==> config.mk <==
export PLATFORM = sky130hd
export DESIGN_NAME = multi_point_bit_crossover
export DESIGN_NICKNAME = d
export VERILOG_FILES = /design/src/rtl/mpbc_pkg.sv /design/src/rtl/multi_point_bit_crossover.sv /design/src/rtl/mpbc_cell.sv
export SDC_FILE = /design/constraint.sdc
export NUM_CORES = 1
export LEC_CHECK = 0
export BUFFER_PORTS_ARGS = -buffer_cell sky130_fd_sc_hd__buf_2
export CAP_MARGIN = 5
export CORE_MARGIN = 4
export CORE_UTILIZATION = 60
export DETAILED_ROUTE_END_ITERATION = 6
export PLACE_DENSITY = 0.78
export SLEW_MARGIN = 20
export SYNTH_ARGS = -nofsm -noshare
export SYNTH_HDL_FRONTEND = slang
export SYNTH_SLANG_ARGS = --single-unit
==> constraint.sdc <==
create_clock -name clk -period 3.7 [get_ports clk]
set_input_delay 0.37 -clock clk [delete_from_list [all_inputs] [get_ports clk]]
set_output_delay 0.37 -clock clk [all_outputs]
set_load 0.01 [all_outputs]
==> src/rtl/mpbc_pkg.sv <==
// Shared types and constants for the multi-point bit crossover.
`timescale 1ns / 1ps
package mpbc_pkg;

    localparam int DEF_MAX_LENGTH = 1024;
    localparam int DEF_MAX_CUTS   = 8;

    localparam int LEN_IN_W  = 11;
    localparam int CUT_IN_W  = 12;
    localparam int IDX_W     = 10;
    localparam int S_TDATA_W = 32;
    localparam int M_TDATA_W = 16;
    localparam int CMD_W     = 2;

    typedef enum logic [CMD_W-1:0] {
        CMD_START = 2'd0,
        CMD_CUT   = 2'd1,
        CMD_PAIR  = 2'd2
    } cmd_t;

    // Control part of a request moving down the cell chain
    typedef struct packed {
        cmd_t kind;
        logic taken;       // cut already stored by an earlier cell
        logic parity;      // parity of cuts at or below the position so far
        logic bit_first;
        logic bit_second;
        logic last;
    } ctrl_t;

endpackage

==> src/rtl/multi_point_bit_crossover.sv <==
// Multi-point bit crossover: front end, chain of cut cells and output register.
// A bit pair is registered in each of the MAX_CUTS cells, then in the output register.
// Throughput: one request per cycle while output is free; the chain is fully pipelined.
// Input is taken while a result waits, until the chain itself fills up behind it.
// Reset (rst_n low, asynchronous) clears length, position, all cut slots and the pipeline.
`timescale 1ns / 1ps
module multi_point_bit_crossover #(
    parameter int MAX_LENGTH = mpbc_pkg::DEF_MAX_LENGTH,
    parameter int MAX_CUTS   = mpbc_pkg::DEF_MAX_CUTS
) (
    input  logic                             clk,
    input  logic                             rst_n,
    input  logic                             s_axis_tvalid,
    output logic                             s_axis_tready,
    // common_length[10:0], cut_position[22:11], bit_first[23], bit_second[24], zero pad
    input  logic [mpbc_pkg::S_TDATA_W-1:0]   s_axis_tdata,
    // command
    input  logic [mpbc_pkg::CMD_W-1:0]       s_axis_tuser,
    output logic                             m_axis_tvalid,
    input  logic                             m_axis_tready,
    // child_first[0], child_second[1], bit_index[11:2], zero pad
    output logic [mpbc_pkg::M_TDATA_W-1:0]   m_axis_tdata,
    // last_bit
    output logic                             m_axis_tlast
);
    import mpbc_pkg::*;

    localparam int LEN_W = $clog2(MAX_LENGTH + 1);
    localparam int POS_W = $clog2(MAX_LENGTH);

    // ---------------- front end ----------------
    logic [LEN_W-1:0]    string_length_reg;
    logic [LEN_W-1:0]    string_length_next;
    logic [LEN_W-1:0]    next_position_reg;
    logic [LEN_W-1:0]    next_position_next;
    logic [LEN_IN_W-1:0] len_in;
    logic [CUT_IN_W-1:0] cut_in;
    logic [31:0]         cut_mag;
    logic [31:0]         cut_clamped;
    logic                pair_ok;
    logic                accept;
    logic                front_valid;
    ctrl_t               front_ctrl;
    logic [POS_W-1:0]    front_pos;

    logic                chain_valid [0:MAX_CUTS];
    ctrl_t               chain_ctrl  [0:MAX_CUTS];
    logic [POS_W-1:0]    chain_pos   [0:MAX_CUTS];
    logic                chain_ready [0:MAX_CUTS];

    assign len_in  = s_axis_tdata[LEN_IN_W-1:0];
    assign cut_in  = s_axis_tdata[LEN_IN_W+CUT_IN_W-1:LEN_IN_W];
    assign cut_mag = 32'(cut_in[CUT_IN_W-2:0]);
    assign pair_ok = next_position_reg < string_length_reg;
    assign s_axis_tready = chain_ready[0];
    assign accept  = s_axis_tvalid && s_axis_tready;

    assign chain_valid[0] = front_valid;
    assign chain_ctrl[0]  = front_ctrl;
    assign chain_pos[0]   = front_pos;

    always_comb
    begin
        if (cut_in[CUT_IN_W-1] || (string_length_reg == '0))
            cut_clamped = '0;
        else if (cut_mag >= 32'(string_length_reg))
            cut_clamped = 32'(string_length_reg) - 32'd1;
        else
            cut_clamped = cut_mag;
    end

    always_comb
    begin
        string_length_next = string_length_reg;
        next_position_next = next_position_reg;
        front_valid        = 1'b0;
        front_ctrl         = '0;
        front_pos          = '0;
        unique case (s_axis_tuser)
            CMD_START:
            begin
                front_valid     = s_axis_tvalid;
                front_ctrl.kind = CMD_START;
                if (accept)
                begin
                    if (32'(len_in) > MAX_LENGTH)
                        string_length_next = LEN_W'(MAX_LENGTH);
                    else
                        string_length_next = LEN_W'(len_in);
                    next_position_next = '0;
                end
            end
            CMD_CUT:
            begin
                front_valid     = s_axis_tvalid;
                front_ctrl.kind = CMD_CUT;
                front_pos       = POS_W'(cut_clamped);
            end
            CMD_PAIR:
            begin
                front_valid           = s_axis_tvalid && pair_ok;
                front_ctrl.kind       = CMD_PAIR;
                front_ctrl.bit_first  = s_axis_tdata[LEN_IN_W+CUT_IN_W];
                front_ctrl.bit_second = s_axis_tdata[LEN_IN_W+CUT_IN_W+1];
                front_ctrl.last       = (next_position_reg + LEN_W'(1)) == string_length_reg;
                front_pos             = POS_W'(next_position_reg);
                if (accept && pair_ok)
                    next_position_next = next_position_reg + LEN_W'(1);
            end
            default:
            begin
                front_valid = 1'b0;
            end
        endcase
    end

    always_ff @(posedge clk or negedge rst_n)
    begin
        if (!rst_n)
        begin
            string_length_reg <= '0;
            next_position_reg <= '0;
        end
        else
        begin
            string_length_reg <= string_length_next;
            next_position_reg <= next_position_next;
        end
    end

    // ---------------- cell chain ----------------
    for (genvar k = 0; k < MAX_CUTS; k++)
    begin : g_cell
        mpbc_cell #(
            .POS_W (POS_W)
        ) u_cell (
            .clk       (clk),
            .rst_n     (rst_n),
            .in_valid  (chain_valid[k]),
            .in_ctrl   (chain_ctrl[k]),
            .in_pos    (chain_pos[k]),
            .in_ready  (chain_ready[k]),
            .out_valid (chain_valid[k+1]),
            .out_ctrl  (chain_ctrl[k+1]),
            .out_pos   (chain_pos[k+1]),
            .out_ready (chain_ready[k+1])
        );
    end

    // ---------------- output register ----------------
    logic             out_valid_reg;
    logic             out_valid_next;
    logic             out_first_reg;
    logic             out_second_reg;
    logic [IDX_W-1:0] out_index_reg;
    logic             out_last_reg;
    logic             out_free;
    logic             out_load;
    logic             swap;
    logic [31:0]      pos_wide;

    assign out_free = !out_valid_reg || m_axis_tready;
    // start and cut requests leave the chain here without a result
    assign chain_ready[MAX_CUTS] = (chain_ctrl[MAX_CUTS].kind != CMD_PAIR) || out_free;
    assign out_load = chain_valid[MAX_CUTS] && (chain_ctrl[MAX_CUTS].kind == CMD_PAIR)
                      && out_free;
    // even number of cuts at or below the position means swap
    assign swap     = !chain_ctrl[MAX_CUTS].parity;
    assign pos_wide = 32'(chain_pos[MAX_CUTS]);

    always_comb
    begin
        out_valid_next = out_valid_reg;
        if (out_load)
            out_valid_next = 1'b1;
        else if (m_axis_tready)
            out_valid_next = 1'b0;
    end

    always_ff @(posedge clk or negedge rst_n)
    begin
        if (!rst_n)
            out_valid_reg <= 1'b0;
        else
            out_valid_reg <= out_valid_next;
    end

    always_ff @(posedge clk)
    begin
        if (out_load)
        begin
            out_first_reg  <= swap ? chain_ctrl[MAX_CUTS].bit_second
                                   : chain_ctrl[MAX_CUTS].bit_first;
            out_second_reg <= swap ? chain_ctrl[MAX_CUTS].bit_first
                                   : chain_ctrl[MAX_CUTS].bit_second;
            out_index_reg  <= pos_wide[IDX_W-1:0];
            out_last_reg   <= chain_ctrl[MAX_CUTS].last;
        end
    end

    assign m_axis_tvalid = out_valid_reg;
    assign m_axis_tdata  = {(M_TDATA_W-IDX_W-2)'(0), out_index_reg, out_second_reg, out_first_reg};
    assign m_axis_tlast  = out_last_reg;

endmodule

==> src/rtl/mpbc_cell.sv <==
// One cell of the chain: holds one cut and updates the running parity.
`timescale 1ns / 1ps
module mpbc_cell #(
    parameter int POS_W = 10
) (
    input  logic              clk,
    input  logic              rst_n,
    input  logic              in_valid,
    input  mpbc_pkg::ctrl_t   in_ctrl,
    input  logic [POS_W-1:0]  in_pos,
    output logic              in_ready,
    output logic              out_valid,
    output mpbc_pkg::ctrl_t   out_ctrl,
    output logic [POS_W-1:0]  out_pos,
    input  logic              out_ready
);
    import mpbc_pkg::*;

    logic             valid_reg;
    logic             valid_next;
    ctrl_t            ctrl_reg;
    ctrl_t            ctrl_next;
    logic [POS_W-1:0] pos_reg;
    logic             cut_valid_reg;
    logic             cut_valid_next;
    logic [POS_W-1:0] cut_reg;
    logic [POS_W-1:0] cut_next;
    logic             take;

    assign in_ready = !valid_reg || out_ready;
    assign take     = in_valid && in_ready;

    always_comb
    begin
        ctrl_next      = in_ctrl;
        cut_valid_next = cut_valid_reg;
        cut_next       = cut_reg;
        valid_next     = valid_reg;
        if (take)
        begin
            valid_next = 1'b1;
            unique case (in_ctrl.kind)
                CMD_START:
                begin
                    cut_valid_next = 1'b0;
                end
                CMD_CUT:
                begin
                    // first empty cell claims the cut
                    if (!in_ctrl.taken && !cut_valid_reg)
                    begin
                        cut_valid_next  = 1'b1;
                        cut_next        = in_pos;
                        ctrl_next.taken = 1'b1;
                    end
                end
                CMD_PAIR:
                begin
                    ctrl_next.parity = in_ctrl.parity ^ (cut_valid_reg && (cut_reg <= in_pos));
                end
                default:
                begin
                    ctrl_next = in_ctrl;
                end
            endcase
        end
        else if (out_ready)
        begin
            valid_next = 1'b0;
        end
    end

    always_ff @(posedge clk or negedge rst_n)
    begin
        if (!rst_n)
        begin
            valid_reg     <= 1'b0;
            cut_valid_reg <= 1'b0;
        end
        else
        begin
            valid_reg     <= valid_next;
            cut_valid_reg <= cut_valid_next;
        end
    end

    always_ff @(posedge clk)
    begin
        cut_reg <= cut_next;
        if (take)
        begin
            ctrl_reg <= ctrl_next;
            pos_reg  <= in_pos;
        end
    end

    assign out_valid = valid_reg;
    assign out_ctrl  = ctrl_reg;
    assign out_pos   = pos_reg;

endmodule

==> impl_metrics.toml, run 1 <==
[run_status]
status = "finished, final reports clean"

[sta]
setup_violations = 0
report.final.slew_viol_count = 0
timing.fmax_mhz = 288
finalClockSkew_ns = 0.0262
post-route-period-util_pct = 94.0
slew_headroom_pct = 34.3
tightest_slew_ns = 0.986
grt_setup_unrepaired = "false"
min_period_ns = 3.48
hold_violations = 0
setup_tns_ns = 0
whs_ns = 0.0805

[clock_tree]
post_cts_buffers = 0
insertion_delay_ns = 0.54
numCtsBuffers = 28
htreeDepth = 1
cts_tree = "done"
cts_buffer_depth = 3
clk_root_buffer_cell = "clkbuf_16"
clock-sinks = 267
clk_pin_slew_ns = 0.06

[floorplan]
dieArea_um2 = 22900
chipWidth_um = 151
initial_utilization_pct = 61.0
core_area_um2 = 20200
die_y_um = 151
rows = 52
ioPinCount = 57

[yosys]
yosys.area_share.simple_pct = 8.71
synth_cell_types = 72
synth_area_leader_cell = "edfxtp_1"
yosys-top-cells-area = "edfxtp_1 (56%), ha_1 (11%), dfrtp_1 (7.9%)"
yosysSeqAreaShare_pct = 63.6
avgSynthCellArea_um2 = 13.6
synth-edff-count = 228
yosysWarnings = 0
synth_top_family_by_area = "adder cells"
synth-main-ff-cell = "edfxtp_1"
ys_ff_latch = 267
async_flop_share_pct = 14.6
synth_top_area_share_pct = 55.7
synth_compound_area_share_pct = 8.66
synth_xor_area_share_pct = 1.71
syn_area_um2 = 12300
synth_mux_area_share_pct = 2.07
synth_cells = 906
synthAdderAreaFrac_pct = 11.1

[drt]
drt-initial-drc-count = 412
wl_met1_um = 8900
avgRoutedWirePerCell_um = 17.3
via_per_inst = 5.66
maxUsedRoutingLayer = "met4"
drt_wl_total_um = 22100
met2_length_um = 11500
drc_errors = 0
vias = 7220
wl_met3_um = 951
drt.antenna.violating_nets = 0
dr.pass1.iters = 7

[setup_path]
crit_type = "reg2reg"
crit_arrival_ns = 3.76
slowest_delay_ns = 0.37
cp.depth = 16
r2r_end = "g_cell[0].u_cell.out_ctrl[3]"
startpoint_type = "register"
worst-path-max-fanout = 6
critPathBufInv = 2
worstSetupEndpoint = "g_cell[0].u_cell.out_ctrl[3]"
rrSetupSlack_ns = 0.22
setup.worst_path.start = "string_length_reg[5]"
cp_slowest_cell = "dfrtp_1"
r2r-start = "string_length_reg[5]"
worstPathRequired_ns = 3.98
reg2regPathDepth = 16
critPathTopFamily = "compound AO/OA/AOI/OAI gates"
end_kind = "register"
crit_chain = "inv_1 -> ha_1 -> a21o_1 -> a221o_1 -> a31oi_1 -> o21ai_1 -> buf_4 -> mux2i_1 -> o21ai_1 -> ha_1 -> nor2b_1 -> o21a_1 -> o21ai_0 -> a21oi_1 -> nor3_1 -> o311a_1"

[power_and_ir_drop]
power_switching_share_pct = 24.1
p_leak_uw = 0.00558
p_clk_share_pct = 37.5
p_total_uw = 6890
seqPwrFrac_pct = 52.1
vdd_ir_drop_max_mv = 0.434
intPower_uw = 5230
p_per_area_nw_per_um2 = 500
power_frac_comb_pct = 10.4
netSwitchingPower_uw = 1660

[global_route]
grt_pass1_vias = 7371
antenna_found_initial = 0
grt_max_degree = 40
grt_usage_pct = 19.8
grt-ovfl-total = 0
grt_pass1_wl_um = 35800

[placed_design]
dp_hpwl_um = 16200
place_congestion = 0.911
portBuffers = 45

[hold_path]
min_path_type = "in2reg"

[finish]
fillCellCount = 1384
fin_nets = 1130
layout-drive-gt1-share_pct = 11.8
diodes = 0
syn_to_final_growth_pct = 12.1

[job]
maxCapViolations = 0
-- cell type report --
type | count | area, um2 | share of cell area [%]
flip-flops and latches | 267 | 7820 | 56.7
multi-input cells | 518 | 4020 | 29.2
clock buffers | 37 | 734 | 5.33
inverters | 105 | 394 | 2.86
repair buffers | 63 | 363 | 2.63
well taps | 270 | 338 | 2.45
clock inverters | 15 | 116 | 0.844
-- cell usage in the layout (no fill, tap or decap), types with 17 or more instances in the layout --
master / instances
a21oi_1: 30
buf_2: 45
buf_4: 17
clkbuf_16: 28
dfrtp_1: 39
edfxtp_1: 228
ha_1: 109
inv_1: 104
mux2i_1: 22
nand2_1: 53
nand2b_1: 24
nand3_1: 18
nor2_1: 23
nor3_1: 19
o21ai_0: 28
-- worst register-to-register path, stage by stage, from the launching register on --
cell     delay (ns)
dfrtp_1        0.37
inv_1          0.11
ha_1           0.25
a21o_1         0.18
a221o_1        0.34
a31oi_1        0.17
o21ai_1        0.23
buf_4          0.24
mux2i_1        0.15
o21ai_1        0.13
ha_1           0.23
nor2b_1        0.11
o21a_1         0.11
o21ai_0        0.06
a21oi_1        0.15
nor3_1         0.07
o311a_1        0.32
-- cell usage after synthesis (3+ instances only) --
cell,count
inv_1,104
o21a_1,14
and3_1,3
o32a_1,6
nor3_1,19
a211oi_1,14
xor2_1,11
xnor2_1,13
dfrtp_1,39
o211ai_1,6
nand4_1,12
a21oi_1,30
a31oi_1,3
and2_1,5
nand2b_1,24
mux2_2,3
nand2_1,53
a21o_1,12
edfxtp_1,228
or2_2,3
a22o_1,4
nor4_1,9
nor2_1,23
ha_1,109
buf_2,7
o21ai_0,28
o31ai_1,4
o21bai_1,7
nand3_1,18
nor2b_1,14
mux2i_1,22
o21ai_1,7
buf_4,7
-- routing by layer --
metal  vias up  global-route usage [%]
met3        62                    2.87
met1      3480                    24.0
li1       3496                       -
met2       182                    36.1
met4         0                    6.98
met5         -                       0
-- cell families (layout without fill, tap and decap cells) --
logic type	after synthesis	count (layout)
compound gates	156	156
buf+inv	124	220
simple gates	200	200
xor+xnor	24	24
flops	267	267
fa+ha+maj	109	109
other cells	1	4
mux	25	25
-- stage by stage --
stage | setup slack, ns | instance area (um2) | instances | utilization (%)
3_3_place_gp | 0.206 | 12900 | 1222 | 64.0
5_1_grt | 0.0471 | 13800 | 1275 | 68.4
3_5_place_dp | 0.175 | 12900 | 1222 | 64.0
2_1_floorplan | 0.355 | 12300 | 909 | -
6_report | 0.223 | 13800 | 1275 | 68.4
4_1_cts | 0.223 | 13800 | 1275 | 68.3
-- worst min path at each step --
stage                                            from                        endpoint  depth (start not counted)
after global routing                  s_axis_tdata[5]            string_length_reg[5]                          3
after global placement    g_cell[7].u_cell.out_pos[5]                out_index_reg[5]                          0
final                                 s_axis_tdata[2]            string_length_reg[2]                          3
after CTS                             s_axis_tdata[0]            string_length_reg[0]                          3
after floorplan                                 rst_n  g_cell[0].u_cell.cut_valid_reg                          0
after detailed placement  g_cell[7].u_cell.out_pos[4]                out_index_reg[4]                          0
-- power by group through the flow --
stage / Clock (uW) / Combinational (uW) / Sequential, uW
after floorplan: 0 / 514 / 3600
after global placement: 0 / 687 / 3630
after detailed placement: 0 / 711 / 3650
after CTS: 2630 / 720 / 3590
after global routing: 2760 / 809 / 3600
final: 2590 / 718 / 3590
-- repair_timing --
item	4_1_cts	5_1_grt
gates resized for setup	0	0
hold buffers	1	0
endpoints found under the hold margin	7	0
Note: power is estimated with default switching activity, not from simulation.
==> inputs of run 2 (changes only) <==
--- a/config.mk
+++ b/config.mk
@@ -8,9 +8,9 @@
 export BUFFER_PORTS_ARGS = -buffer_cell sky130_fd_sc_hd__buf_2
 export CAP_MARGIN = 5
 export CORE_MARGIN = 4
-export CORE_UTILIZATION = 60
+export CORE_UTILIZATION = 62
 export DETAILED_ROUTE_END_ITERATION = 6
-export PLACE_DENSITY = 0.78
+export PLACE_DENSITY = 0.8
 export SLEW_MARGIN = 20
 export SYNTH_ARGS = -nofsm -noshare
 export SYNTH_HDL_FRONTEND = slang
==> run 2 against run 1 <==
  * The flow now finishes with violations (hold timing)
  * Hold slack worse by 0.089 ns
  * Via count down 2.0%
  * Worst setup slack worse by 0.064 ns
  * Flip-flop and latch count unchanged
  * Cell count down 1.1%
  * Power down 1.7%
  * Clock skew down 0.013 ns
  * Routed wire length down 1.7%
  * Register-to-register slack worse by 0.06 ns
  * Largest cell class unchanged
==> impl_metrics.toml, run 2 (synthesized netlist as in run 1, its figures left out) <==
[floorplan]
initial_utilization_pct = 63.2
rows = 51
die_y_um = 149
chipWidth_um = 149
dieArea_um2 = 22200
core_area_um2 = 19500
ioPinCount = 57

[setup_path]
end_kind = "register"
r2r_end = "g_cell[0].u_cell.out_ctrl[3]"
crit_arrival_ns = 3.93
rrSetupSlack_ns = 0.16
crit_top_cell = "ha_1"
setup.worst_path.start = "string_length_reg[6]"
slowest_delay_ns = 0.45
crit_chain = "inv_1 -> ha_1 -> and3_1 -> a221o_1 -> a31oi_1 -> o21ai_1 -> buf_4 -> mux2i_1 -> o21a_1 -> ha_1 -> a2111o_1 -> nor3_1 -> o311a_1"
reg2regPathDepth = 13
r2r-start = "string_length_reg[6]"
crit_type = "reg2reg"
cp_slowest_cell = "dfrtp_1"
cp.depth = 13
worstPathRequired_ns = 4.09
startpoint_type = "register"
critPathTopFamily = "compound AO/OA/AOI/OAI gates"
worst-path-max-fanout = 5
critPathBufInv = 2

[clock_tree]
htreeDepth = 1
clk_pin_slew_ns = 0.06
clk_root_buffer_cell = "clkbuf_16"
clock-sinks = 267
numCtsBuffers = 26
holdBufCountCts = 0
cts_tree = "done"
post_cts_resized = 0
post_cts_buffers = 0
cts_buffer_depth = 3
insertion_delay_ns = 0.53

[sta]
setup_tns_ns = 0
post-route-period-util_pct = 95.7
setup_violations = 0
report.final.slew_viol_count = 0
min_period_ns = 3.54
tightest_slew_ns = 0.949
hold_violations = 11
finalClockSkew_ns = 0.0128
slew_headroom_pct = 36.8
grt_setup_unrepaired = "false"
timing.fmax_mhz = 282
whs_ns = -0.00860

[global_route]
grt-ovfl-total = 0
grt_max_degree = 40
antenna_found_initial = 0
grt_pass1_wl_um = 35600
grt_usage_pct = 20.1
grt_pass1_vias = 7329

[drt]
drt-initial-drc-count = 368
vias = 7073
dr.pass1.iters = 5
drt_wl_total_um = 21700
drt.antenna.violating_nets = 0
drc_errors = 0
avgRoutedWirePerCell_um = 17.2
via_per_inst = 5.61

[power_and_ir_drop]
vdd_ir_drop_max_mv = 0.502
p_total_uw = 6770
p_per_area_nw_per_um2 = 495
p_leak_uw = 0.00554

[run_status]
status = "complete, but fails checks"
violations = "hold timing"

[finish]
syn_to_final_growth_pct = 11.3
final_common_cell = "edfxtp_1"
fillCellCount = 1289
diodes = 0
layout-drive-gt1-share_pct = 11.5
fin_nets = 1123
layout_common_cells = "edfxtp_1 (228), ha_1 (109), inv_1 (104), nand2_1 (53), buf_2 (45)"

[job]
maxCapViolations = 0

[placed_design]
portBuffers = 45
place_congestion = 0.924
dp_hpwl_um = 16000

[hold_path]
min_path_type = "in2async"
## run 2: cell count changes in the layout (fill, tap and decap cells not counted), sizes merged
cell / change
buf: -4
clkbuf: +1
clkinvlp: -1
inv: -1
clkinv: -3
dlygate4sd3: -1
## run 2: how the worst max path moves through the flow
stage | slack (ns) | end
floorplan | 0.35 | g_cell[0].u_cell.out_ctrl[3]
global placement | 0.30 | g_cell[0].u_cell.out_ctrl[3]
detailed placement | 0.20 | g_cell[0].u_cell.out_ctrl[3]
CTS | 0.19 | g_cell[0].u_cell.out_ctrl[3]
global route | 0.0002 | g_cell[0].u_cell.out_ctrl[3]
finish | 0.16 | g_cell[0].u_cell.out_ctrl[3]
## run 2: per-stage QoR
step                utilization (%)  instances  setup slack [ns]  cell area (um2)
floorplan                         -        909             0.355            12300
global placement               66.2       1213             0.296            12900
detailed placement             66.2       1213             0.201            12900
CTS                            70.3       1261             0.185            13700
global route                   70.4       1261          0.000173            13700
finish                         70.4       1261             0.159            13700
## run 2: area by class of cell
type / instances / area [um2] / area share (%)
repair buffers: 58 / 323 / 2.36
well taps: 265 / 332 / 2.42
clock inverters: 10 / 91.3 / 0.667
flip-flops and latches: 267 / 7820 / 57.1
clock buffers: 38 / 716 / 5.23
inverters: 105 / 394 / 2.88
multi-input cells: 518 / 4020 / 29.3
## run 2: power breakdown
part	switching [uW]	internal, uW
clock	1070	1420
sequential	146	3450
combinational	397	293
## run 2: layer usage
layer	global-route usage (%)	wire length, um	vias up	part of all wire [%]
met3	3.43	865	44	4.0
met4	5.45	511	0	2.4
met1	24.8	9040	3430	42
met2	36.6	11300	135	52
li1	-	-	3464	-
met5	0	0	-	0
